[src/hw/rtl/wdpm_ram.sv]
// Generic simple dual-port RAM with registered read.
`timescale 1ns / 1ps

module wdpm_ram #(
	parameter int WIDTH = 8,
	parameter int DEPTH = 16
) (
	input  logic                     clk,
	input  logic                     wr_en,
	input  logic [$clog2(DEPTH)-1:0] wr_addr,
	input  logic [WIDTH-1:0]         wr_data,
	input  logic                     rd_en,
	input  logic [$clog2(DEPTH)-1:0] rd_addr,
	output logic [WIDTH-1:0]         rd_data
);

	logic [WIDTH-1:0] mem_q [DEPTH];

	always_ff @(posedge clk) begin
		if (wr_en) begin
			mem_q[wr_addr] <= wr_data;
		end
		if (rd_en) begin
			rd_data <= mem_q[rd_addr];
		end
	end

endmodule

[config.mk]
export PLATFORM = sky130hd
export DESIGN_NAME = wdpm_ram
export DESIGN_NICKNAME = d
export VERILOG_FILES = /design/src/hw/rtl/wdpm_ram.sv
export SDC_FILE = /design/constraint.sdc
export NUM_CORES = 1
export LEC_CHECK = 0
export ABC_AREA = 1
export BUFFER_PORTS_ARGS = -buffer_cell sky130_fd_sc_hd__buf_4
export CORE_AREA = 2 2 102 114
export DETAILED_ROUTE_END_ITERATION = 8
export DIE_AREA = 0 0 104 116
export PLACE_DENSITY = 0.73
export SYNTH_ARGS = -nofsm -noshare
export SYNTH_HDL_FRONTEND = slang
export SYNTH_SLANG_ARGS = --single-unit
[constraint.sdc]
create_clock -name clk -period 1.25 [get_ports clk]
set_clock_uncertainty 0.15 [all_clocks]
set_input_delay 0.125 -clock clk [delete_from_list [all_inputs] [get_ports clk]]
set_output_delay 0.125 -clock clk [all_outputs]
set_load 0.02 [all_outputs]
After elaboration in Yosys (flattened, before gate mapping)
Memories as Yosys holds them, arrays and structs flattened. A register that Yosys moved wholly into a read port is not among the register bits.
Index checks and enable logic that the tools add are counted.

storage, ports and cells
  bits in registers = 0
  bits in writable memories = 128
  memories kept = 1

cells by class
  muxes and demuxes = 2

memories
  memory  words  bits a word  read ports  clocked after Yosys merged registers in  write ports  RTL line  source
  mem_q   16     8            1           1                                        1            17        logic [WIDTH-1:0] mem_q [DEPTH];

operator list
  kind    count
  $mux 1  2

Logic depth before layout (Yosys ltp)
  depth after elaboration = 2
  gate-level depth with buffers = 8
  gate-level depth less buffers = 7

Worst setup path after synthesis
No wires, ideal clock.

  kind = input to register
  start = input port wr_addr[3]
  end = memory mem_q[4][0], enable pin
  stages on the path = 2
  setup slack = 24 ps
  arrival = 706 ps
  path buffers = 0
  library setup time = 370 ps
  cells stage by stage = nand3b_1 nor2_1

RTL lines
  what                RTL line  source
  start: declaration  10        input logic [$clog2(DEPTH)-1:0] wr_addr,
  end: declaration    17

Straight into the memory's write port.

==> results_dict.tcl <==
set metrics [dict create \
    cts_setup_buffers 0 \
    setup_violations 3 \
    p_sw_share_pct 22.0 \
    die_area_um2 12100 \
    powerDensity_nw_per_um2 1480 \
    switching_power_mw 2.35 \
    end_kind "flip-flop" \
    grt_max_degree 41 \
    pre_cts_ws_ns -0.237 \
    hold_path.class "input port to flip-flop" \
    drv_slew 0 \
    worst_slack_ns -0.0190 \
    synth_edf_count 136 \
    period_needed_ns 1.27 \
    wl_um 13600 \
    synthTopCellsByArea "edfxtp_1 (70%), nand2_1 (11%), nand3_1 (8.3%)" \
    vias 4051 \
    fin_nets 627 \
    cp_num_buf_inv 1 \
    avgViaCountPerCell 5.27 \
    ant_nets 0 \
    synthTopCellsByCount "nand2_1 (173), edfxtp_1 (136), inv_1 (100)" \
    wl_per_cell_um 17.7 \
    arrival_ns 1.29 \
    postPlaceCellArea_um2 6310 \
    gp_congestion 0.873 \
    tightest_slew_ns 0.647 \
    final.setup.tns_ns -0.0422 \
    vdd_drop_max_mv 0.886 \
    synthXorXnorAreaFrac_pct 0 \
    io_buffers 26 \
    relSlewSlack_pct 56.8 \
    clkSlewWorstSetupHoldPaths_ns 0.06 \
    layout.filler_cells 776 \
    yosys_warnings 0 \
    leakage_nw 3.12 \
    maxCapViolations 0 \
    ys_types 11 \
    async_flop_share_pct 0 \
    crit_path_top_delay_cell "edfxtp_1" \
    root_buffer "clkbuf_16" \
    period_share_pct 102 \
    synthFlopType "edfxtp_1" \
    crit_family "simple AND/OR/NAND/NOR gates" \
    cts_hold_buf 9 \
    cts_buffers 17 \
    synth-seq-cells 136 \
    synthCells 551 \
    antenna_found_initial 0 \
    synth_top_area_share_pct 69.8 \
    start_util_pct 54.1 \
    synthToLayoutAreaGrowth_pct 23.7 \
    dp_cells 727 \
    grt_setup_unrepaired "true" \
    fp.dieW_um 104 \
    grt_pass1_wl_um 21200 \
    hold_viol_final 1 \
    startpoint_type "flip-flop" \
    synth.net_count 570 \
    clkPwrFrac_pct 44.1 \
    combPwrFrac_pct 7.6 \
    ios 27 \
    clock_latency_ns 0.42 \
    hold_ws_ns -0.00938 \
    layoutNonFillerInstCount 768 \
    die_y_um 116 \
    fin_area_um2 7230 \
    cts.sinks 136 \
    track_usage_pct 23.8 \
    path_class "flip-flop to flip-flop" \
    antenna_cells 0 \
    cts.path.max_buffers 2 \
    p_int_mw 8.34 \
    syn_area_um2 5850 \
    critical_path.max_stage_delay_ns 0.38 \
    core_area_um2 10800 \
    drtIter0Drc 546 \
    tritoncts "built" \
    synth_simple_gate_area_share_pct 20.8 \
    cp_max_fo 1 \
    rows 40 \
    synth_top_family_by_area "simple AND/OR/NAND/NOR gates" \
    yosys.cell_count.top_type "nand2_1" \
    ys_seq_area_share_pct 69.8 \
    grt-ovfl-total 0 \
    synth_top_area_cell "edfxtp_1" \
    synth_compound_area_share_pct 0 \
    drive_above_1_share_pct 22.7 \
    violations "hold timing, setup timing" \
    synthAdderAreaFrac_pct 0 \
    fmax_mhz 788 \
    synth_mux_area_share_pct 0 \
    drcViolationCount 0 \
    drt-pass1-iter-count 6 \
    synth_area_per_cell_um2 10.6 \
    htree_num_levels 4 \
    timing.critical_path.cells "inv_1 -> nand2_1 -> nand3_1 -> nand3_1 -> nand3_2 -> nand2_1" \
    seqPwrFrac_pct 48.3 \
    outcome "finished, violations left" \
    grt_pass1_vias 3966 \
    worstPathRequired_ns 1.27 \
    hpwl_um 8230 \
]
## path summary, 6_finish.rpt
check                            startpoint    endpoint  slack [ns]  cells after the start
worst max-delay path            mem_q[0][3]  rd_data[3]       -0.02                      6
worst min-delay path             rd_addr[3]  rd_data[5]      -0.009                      3
worst max register to register  mem_q[0][3]  rd_data[3]       -0.02                      6
worst min register to register  mem_q[8][5]  rd_data[5]        0.62                      6
## tightest hold or removal path, stage by stage
cell     delay [ns]
buf_4          0.18
nand3_1        0.09
nand2_1        0.05
## power groups by stage
stage	Sequential [mW]	Clock, mW	Combinational, mW
after floorplan	5.28	0	0.360
after global placement	5.26	0	0.680
after detailed placement	5.26	0	0.694
after CTS	5.17	4.75	0.737
after global routing	5.18	4.95	0.877
final	5.17	4.71	0.810
## per-stage QoR
| stage | power (mW) | utilization (%) |
|---|---|---|
| after detailed placement | 5.95 | 58.4 |
| final | 10.7 | 66.9 |
| after floorplan | 5.64 | - |
| after CTS | 10.6 | 64.8 |
| after global routing | 11.0 | 66.9 |
| after global placement | 5.94 | 58.4 |
## cells in the final DEF (no fill, tap or decap), drive strengths merged
master / instances
nand3: 97
edfxtp: 136
buf: 53
dlygate4sd3: 9
nor2: 17
bufinv: 2
clkbuf: 19
nand3b: 2
clkinv: 8
nand2: 173
inv: 103
clkinvlp: 2
## kinds of logic (layout without fill, tap and decap cells)
family | Yosys count | in the layout
flops | 136 | 136
buf+inv | 126 | 196
simple gates | 289 | 289
## state kept, by name, indices dropped and copies added (netlist names)
| signal | flops |
|---|---|
| mem_q | 128 |
| rd_data | 8 |
## what timing repair did
item,in CTS,in global routing
gates resized for setup,9,51
cloned,0,0
endpoints found under the setup margin,7,12
endpoints found under the hold margin,138,1
pin swaps,2,21
## layout make-up
cell class / instances / area [um^2] / area share (%)
Clock buffer: 19 / 433 / 5.98
Tap cell: 147 / 184 / 2.54
Timing Repair Buffer: 62 / 549 / 7.59
Clock inverter: 13 / 130 / 1.80
Sequential cell: 136 / 4080 / 56.5
Inverter: 102 / 383 / 5.29
Multi-Input combinational cell: 289 / 1470 / 20.3
## metal layers
layer / up-vias / part of all wire, % / track usage [%]
li1: 1891 / - / -
met1: 1897 / 40 / 31.4
met3: 30 / 9.2 / 5.34
met5: - / 0 / 0
met4: 0 / 2.8 / 10.5
met2: 233 / 48 / 38.4
Note: power is estimated with default switching activity, not from simulation.
