File: src/hw/rtl/wdpm_pkg.sv
// Shared constants, types and the p95 rank helper function for the window delay percentile monitor.
`timescale 1ns / 1ps

package wdpm_pkg;

	localparam int WINDOW_DEPTH = 64;
	localparam int IDX_W        = $clog2(WINDOW_DEPTH);
	localparam int CNT_W        = $clog2(WINDOW_DEPTH + 1);

	localparam int TIME_W  = 64;
	localparam int DIFF_W  = TIME_W - 1;
	localparam int DELAY_W = 54;
	localparam int OUT_W   = 55;
	localparam int KEY_W   = DELAY_W + IDX_W;

	// divide by 1000, 16 bits of the dividend per step
	localparam int US_PER_MS  = 1000;
	localparam int DIV_CHUNK  = 16;
	localparam int DIV_STEPS  = 4;
	localparam int DIV_NUM_W  = DIV_CHUNK * DIV_STEPS;
	localparam int DIV_REM_W  = $clog2(US_PER_MS);
	localparam int DIV_N_W    = DIV_REM_W + DIV_CHUNK;
	localparam int DIV_CNT_W  = $clog2(DIV_STEPS);
	localparam int DIV_RCP_W  = 27;
	localparam int DIV_SHIFT  = 36;
	localparam int DIV_PROD_W = DIV_N_W + DIV_RCP_W;
	localparam logic [DIV_RCP_W-1:0] DIV_RECIP = 27'd68719477;

	// rank = (count*95 + 99) / 100 - 1, the division by reciprocal
	localparam int PCT_NUM    = 95;
	localparam int PCT_ROUND  = 99;
	localparam int RANK_RCP_W = 18;
	localparam int RANK_SHIFT = 24;
	localparam int RANK_W     = CNT_W + 7;
	localparam int RANK_PW    = RANK_W + RANK_RCP_W;
	localparam logic [RANK_RCP_W-1:0] RANK_RECIP = 18'd167773;

	typedef enum logic [1:0] {
		ST_IDLE,
		ST_DIV,
		ST_UPD,
		ST_RES
	} wdpm_state_t;

	typedef struct packed {
		logic             vld;
		logic [KEY_W-1:0] key;
		logic             lt;
	} wdpm_link_t;

	typedef struct packed {
		logic             upd;
		logic             evict;
		logic [KEY_W-1:0] new_key;
		logic [KEY_W-1:0] ev_key;
	} wdpm_bcast_t;

	localparam wdpm_link_t LINK_HEAD = '{vld: 1'b0, key: '0, lt: 1'b1};
	localparam wdpm_link_t LINK_TAIL = '{vld: 1'b0, key: '0, lt: 1'b0};

	function automatic logic [IDX_W-1:0] p95_rank(input logic [CNT_W-1:0] cnt);
		logic [RANK_W-1:0]  t;
		logic [RANK_PW-1:0] p;
		logic [CNT_W-1:0]   q;
		t = RANK_W'(cnt) * RANK_W'(PCT_NUM) + RANK_W'(PCT_ROUND);
		p = RANK_PW'(t) * RANK_PW'(RANK_RECIP);
		q = CNT_W'(p >> RANK_SHIFT);
		return IDX_W'(q - 1'b1);
	endfunction

endpackage

File: src/hw/rtl/wdpm_cell.sv
// One cell of the sorted sample chain: evicts the oldest key and inserts the new one in order.
`timescale 1ns / 1ps

module wdpm_cell import wdpm_pkg::*; (
	input  logic        clk,
	input  logic        arst_n,
	input  wdpm_bcast_t bc,
	input  wdpm_link_t  from_lo,
	input  wdpm_link_t  from_hi,
	output wdpm_link_t  to_lo,
	output wdpm_link_t  to_hi
);

	logic             vld_q;
	logic [KEY_W-1:0] key_q;
	logic             lt_own;
	logic             keep;
	wdpm_link_t       rm;
	logic             vld_d;
	logic [KEY_W-1:0] key_d;

	always_comb begin
		lt_own = vld_q && (key_q < bc.new_key);
		keep   = !bc.evict || (key_q < bc.ev_key);
		to_lo  = '{vld: vld_q, key: key_q, lt: lt_own};
		// contents after the evicted key is squeezed out
		rm     = keep ? to_lo : from_hi;
		to_hi  = rm;
		if (rm.lt) begin
			vld_d = rm.vld;
			key_d = rm.key;
		end else if (from_lo.lt) begin
			vld_d = 1'b1;
			key_d = bc.new_key;
		end else begin
			vld_d = from_lo.vld;
			key_d = from_lo.key;
		end
	end

	always_ff @(posedge clk or negedge arst_n) begin
		if (!arst_n) begin
			vld_q <= 1'b0;
		end else if (bc.upd) begin
			vld_q <= vld_d;
		end
	end

	always_ff @(posedge clk) begin
		if (bc.upd) begin
			key_q <= key_d;
		end
	end

endmodule

File: config.mk
export PLATFORM = sky130hd
export DESIGN_NAME = wdpm_cell
export DESIGN_NICKNAME = d
export VERILOG_FILES = /design/src/hw/rtl/wdpm_pkg.sv /design/src/hw/rtl/wdpm_cell.sv
export SDC_FILE = /design/constraint.sdc
export NUM_CORES = 1
export LEC_CHECK = 0
export BUFFER_PORTS_ARGS = -buffer_cell sky130_fd_sc_hd__buf_2
export CAP_MARGIN = 20
export CORE_AREA = 2 2 143 145
export DETAILED_ROUTE_END_ITERATION = 10
export DIE_AREA = 0 0 145 147
export PLACE_DENSITY_LB_ADDON = 0.12
export SLEW_MARGIN = 20
export SYNTH_ARGS = -nofsm -noshare
export SYNTH_HDL_FRONTEND = slang
export SYNTH_SLANG_ARGS = --single-unit
export TNS_END_PERCENT = 10
File: constraint.sdc
create_clock -name clk -period 5.7 [get_ports clk]
set_input_delay 0.285 -clock clk [delete_from_list [all_inputs] [get_ports clk]]
set_output_delay 0.285 -clock clk [all_outputs]
set_load 0.05 [all_outputs]
* After elaboration in Yosys (flattened, before gate mapping)
Index checks and enable logic that the tools add are counted.
Cells by class: reductions and logical operators 3, $lt $le $gt $ge 2, multiplexer cells 5
Operators with widths (count):
- $lt A60 B60 Y1 | 2
- $mux W60 | 2
- $mux W62 | 1
- $mux W1 | 2
- $logic_and A1 B1 Y1 | 1
- $logic_not A1 Y1 | 1
- $logic_or A1 B1 Y1 | 1
Storage, ports and cells: bits in registers 61, output and inout port bits 124

* Longest topological paths before layout
word-level depth 4, depth in mapped cells 13, depth with buffers taken out 10

* Worst setup path before layout
OpenSTA, ideal clock, no wires.
kind register to output, start point register key_q[9], end point output to_hi[27] (netlist bit), arrival 2.876 ns, required time 5.415 ns, stages on the path, launching flop included 11, slack 2.539 ns, cell sequence edfxtp_1 > ha_1 > a21o_1 > a21oi_1 > nor2b_1 > o41ai_1 > a211oi_1 > o31a_1 > buf_6 > buf_6 > mux2_1
RTL lines:
- start, declared | line wdpm_cell.sv:15 | logic [KEY_W-1:0] key_q;
- start signal, assigned | line wdpm_cell.sv:51 | key_q <= key_d;
- end, declared | line wdpm_cell.sv:11 | output wdpm_link_t to_hi

==> metrics.txt <==
Avg WL per Cell 16.3 µm; CTS tree done; final setup skew 0.00881 ns; Rows 52; post-synthesis cell count 1022; VDD IR-drop max 0.325 mV; HP Class primary input to asynchronous set/reset pin; H-tree depth 3; Via density 5.18; Avg Inst Size Synth 8.01 µm²; drt total wl 26.7 mm; CTS root buffer clkbuf_16; crit-path leading delay family simple AND/OR/NAND/NOR gates; most frequent cells in the layout 369 x buf_2, 147 x nand2_1, 122 x inv_1; Initial Util 0.412; final hold vios 0; Starting DRT DRC Count 381; initial antenna violation count 5; Critical Path End Type primary output; Clock Latency Late Sink 0.34 ns; Fmax achieved 207 MHz; core area 19800 µm²; slowest CP cell nor4_1; Die Y 147 µm; Syn Nets 1388; Synth Warn # 0; HPWL after DPL 20.6 mm; CP max stage delay 0.80 ns; Residual DRC 0; pin count of the biggest net entering global routing 106; CTS Buf Count 9; outcome finished, final reports clean; library cells used by synthesis 46; clock-pin slew on the worst setup and hold paths 0.05 ns; crit path DAT 4.55 ns; IO Count 372; Total GRT Usage 0.242; TritonRoute pass-1 iters 4; fin crit period 4.83 ns; Max-Cap Viols 0; Synth Register Bits 61; CP max FO 105; sequential cell area fraction in the yosys report 0.223; CP Launch Type flop; Slew HR 0.343; post-synth top area share 0.220; top cell type by total area after synthesis edfxtp_1; Synth-to-Final Area Change 28.2%; critical path data required time 5.41 ns; Net count, final 1723; GRT overflow 0; ranking of synthesized cells by area edfxtp_1 22%, ha_1 18%, mux2i_1 7.3%; worst path bufs/invs 2; share of the clock period used by the worst path 0.848; power per standard cell area 409 nW/µm²; # clock sinks 61; area of the die 21300 µm²; final max-slew violation count 0; chip width 145 µm; Max Root-Sink Buffers 2; worst hold slack 0.258 ns; setup TNS 0 ns; worst-path cell chain ha_1, nand4_1, nor4_1, nand3_1, o2111ai_1, o31a_2, buf_12, mux2_1, buf_2; number of setup violations in the final report 0; worst-margin pin slew 0.981 ns; global-route wire length before repair 41.6 mm; port bufs 371; via count of the first global-routing pass 7920; Netlist Area Pre-Place 8180 µm²; routed via count 8474; layout cell share with drive strength beyond 1 0.311; ANT nets after route 0; CP Class flop to primary output; Lkg Pwr 5.41 nW; RePlAce Congestion 0.814; commonest non-fill, non-tap cell in the layout buf_2; RSZ-0062 raised after global routing false
per-layer routing:
layer  vias up  track usage  wire (µm)  share of wire
met4         0       0.0718        391          0.015
met2       307        0.420      13000           0.49
met5         -            0          0              0
li1       4270            -          -              -
met3        26       0.0388       1770          0.066
met1      3871        0.312      11500           0.43
final cells by class:
class | instances | area [µm²]
Fill cell | 1989 | 9350
Multi-Input combinational cell | 784 | 5630
Timing Repair Buffer | 379 | 1950
Sequential cell | 61 | 1830
Inverter | 122 | 458
Tap cell | 270 | 338
Clock buffer | 14 | 264
Antenna cell | 5 | 12.5
Clock inverter | 2 | 10.0
synth_stat cells (all sizes together):
cell type / count
a2111oi: 3
a211oi: 6
a21boi: 1
a21o: 12
a21oi: 47
a221o: 1
a221oi: 1
a41o: 1
a41oi: 2
and2: 61
and4: 1
buf: 31
clkbuf: 24
dfrtp: 1
edfxtp: 60
ha: 118
inv: 122
mux2: 61
mux2i: 60
nand2: 147
nand2b: 2
nand3: 9
nand4: 22
nor2: 72
nor2b: 4
nor3: 2
nor4: 3
nor4b: 1
o2111ai: 3
o21a: 1
o21ai: 75
o21ba: 1
o21bai: 1
o311ai: 1
o31a: 1
o31ai: 61
o41ai: 1
or2: 1
or4: 1
through the flow:
stage | cell area, µm² | utilization | std cells | power, W | setup slack (ns)
after floorplan | 8180 | - | 1022 | 0.00308 | 2.54
after global placement | 10200 | 0.513 | 1615 | 0.00374 | 1.22
after detailed placement | 10200 | 0.513 | 1615 | 0.00377 | 1.25
after CTS | 10500 | 0.528 | 1632 | 0.00432 | 0.875
after global routing | 10500 | 0.529 | 1637 | 0.00458 | 0.666
final | 10500 | 0.529 | 1637 | 0.00429 | 0.869
registers in the layout, summed over array words and instances, names as in the netlist:
name,cells
key_q,60
vld_q,1
power breakdown:
part	internal, W	leakage, nW	switching (W)
combinational	0.000890	4.67	0.00195
clock	0.000317	0.137	0.000210
sequential	0.000711	0.598	0.000217
total	0.00192	5.41	0.00237
repair_timing:
action	CTS	global route
resized for setup	0	0
buffers inserted	0	0
hold buffers	1	0
setup endpoints to repair	0	0
endpoints found under the hold margin	1	0
path summary, 6_finish.rpt:
check	endpoint	cells after the start	slack, ns	startpoint
min in group clk	vld_q$_DFFE_PN0P_	3	0.28	from_lo[61]
hold / removal	vld_q$_DFFE_PN0P_	2	0.26	arst_n
setup reg to reg	key_q[29]$_DFFE_PP_	8	1.63	key_q[55]$_DFFE_PP_
setup / recovery	to_hi[40]	9	0.87	key_q[55]$_DFFE_PP_
max in group asynchronous	vld_q$_DFFE_PN0P_	2	5.36	arst_n
hold reg to reg	vld_q$_DFFE_PN0P_	3	0.74	vld_q$_DFFE_PN0P_
cells by family (layout without fill, tap and decap cells):
logic type / count (synthesis) / count (layout) / share of synthesized area
and+or+nand+nor: 326 / 326 / 0.181
other: 0 / 5 / 0
DFF: 61 / 61 / 0.223
muxes: 121 / 121 / 0.157
adders and majority gates: 118 / 118 / 0.180
buffers and inverters: 177 / 517 / 0.0904
AOI/OAI and AO/OA: 219 / 219 / 0.167
worst reg2reg max path: cells and delay by family, from the launching register on:
family	cells	cell delay [ns]
flip-flops	1	0.49
AO/OA/AOI/OAI	3	1.17
AND/OR/NAND/NOR	3	1.35
adder cells (fa/ha/maj)	1	0.36
buffers and inverters	1	0.42
Power figures use the tool's default switching activity.
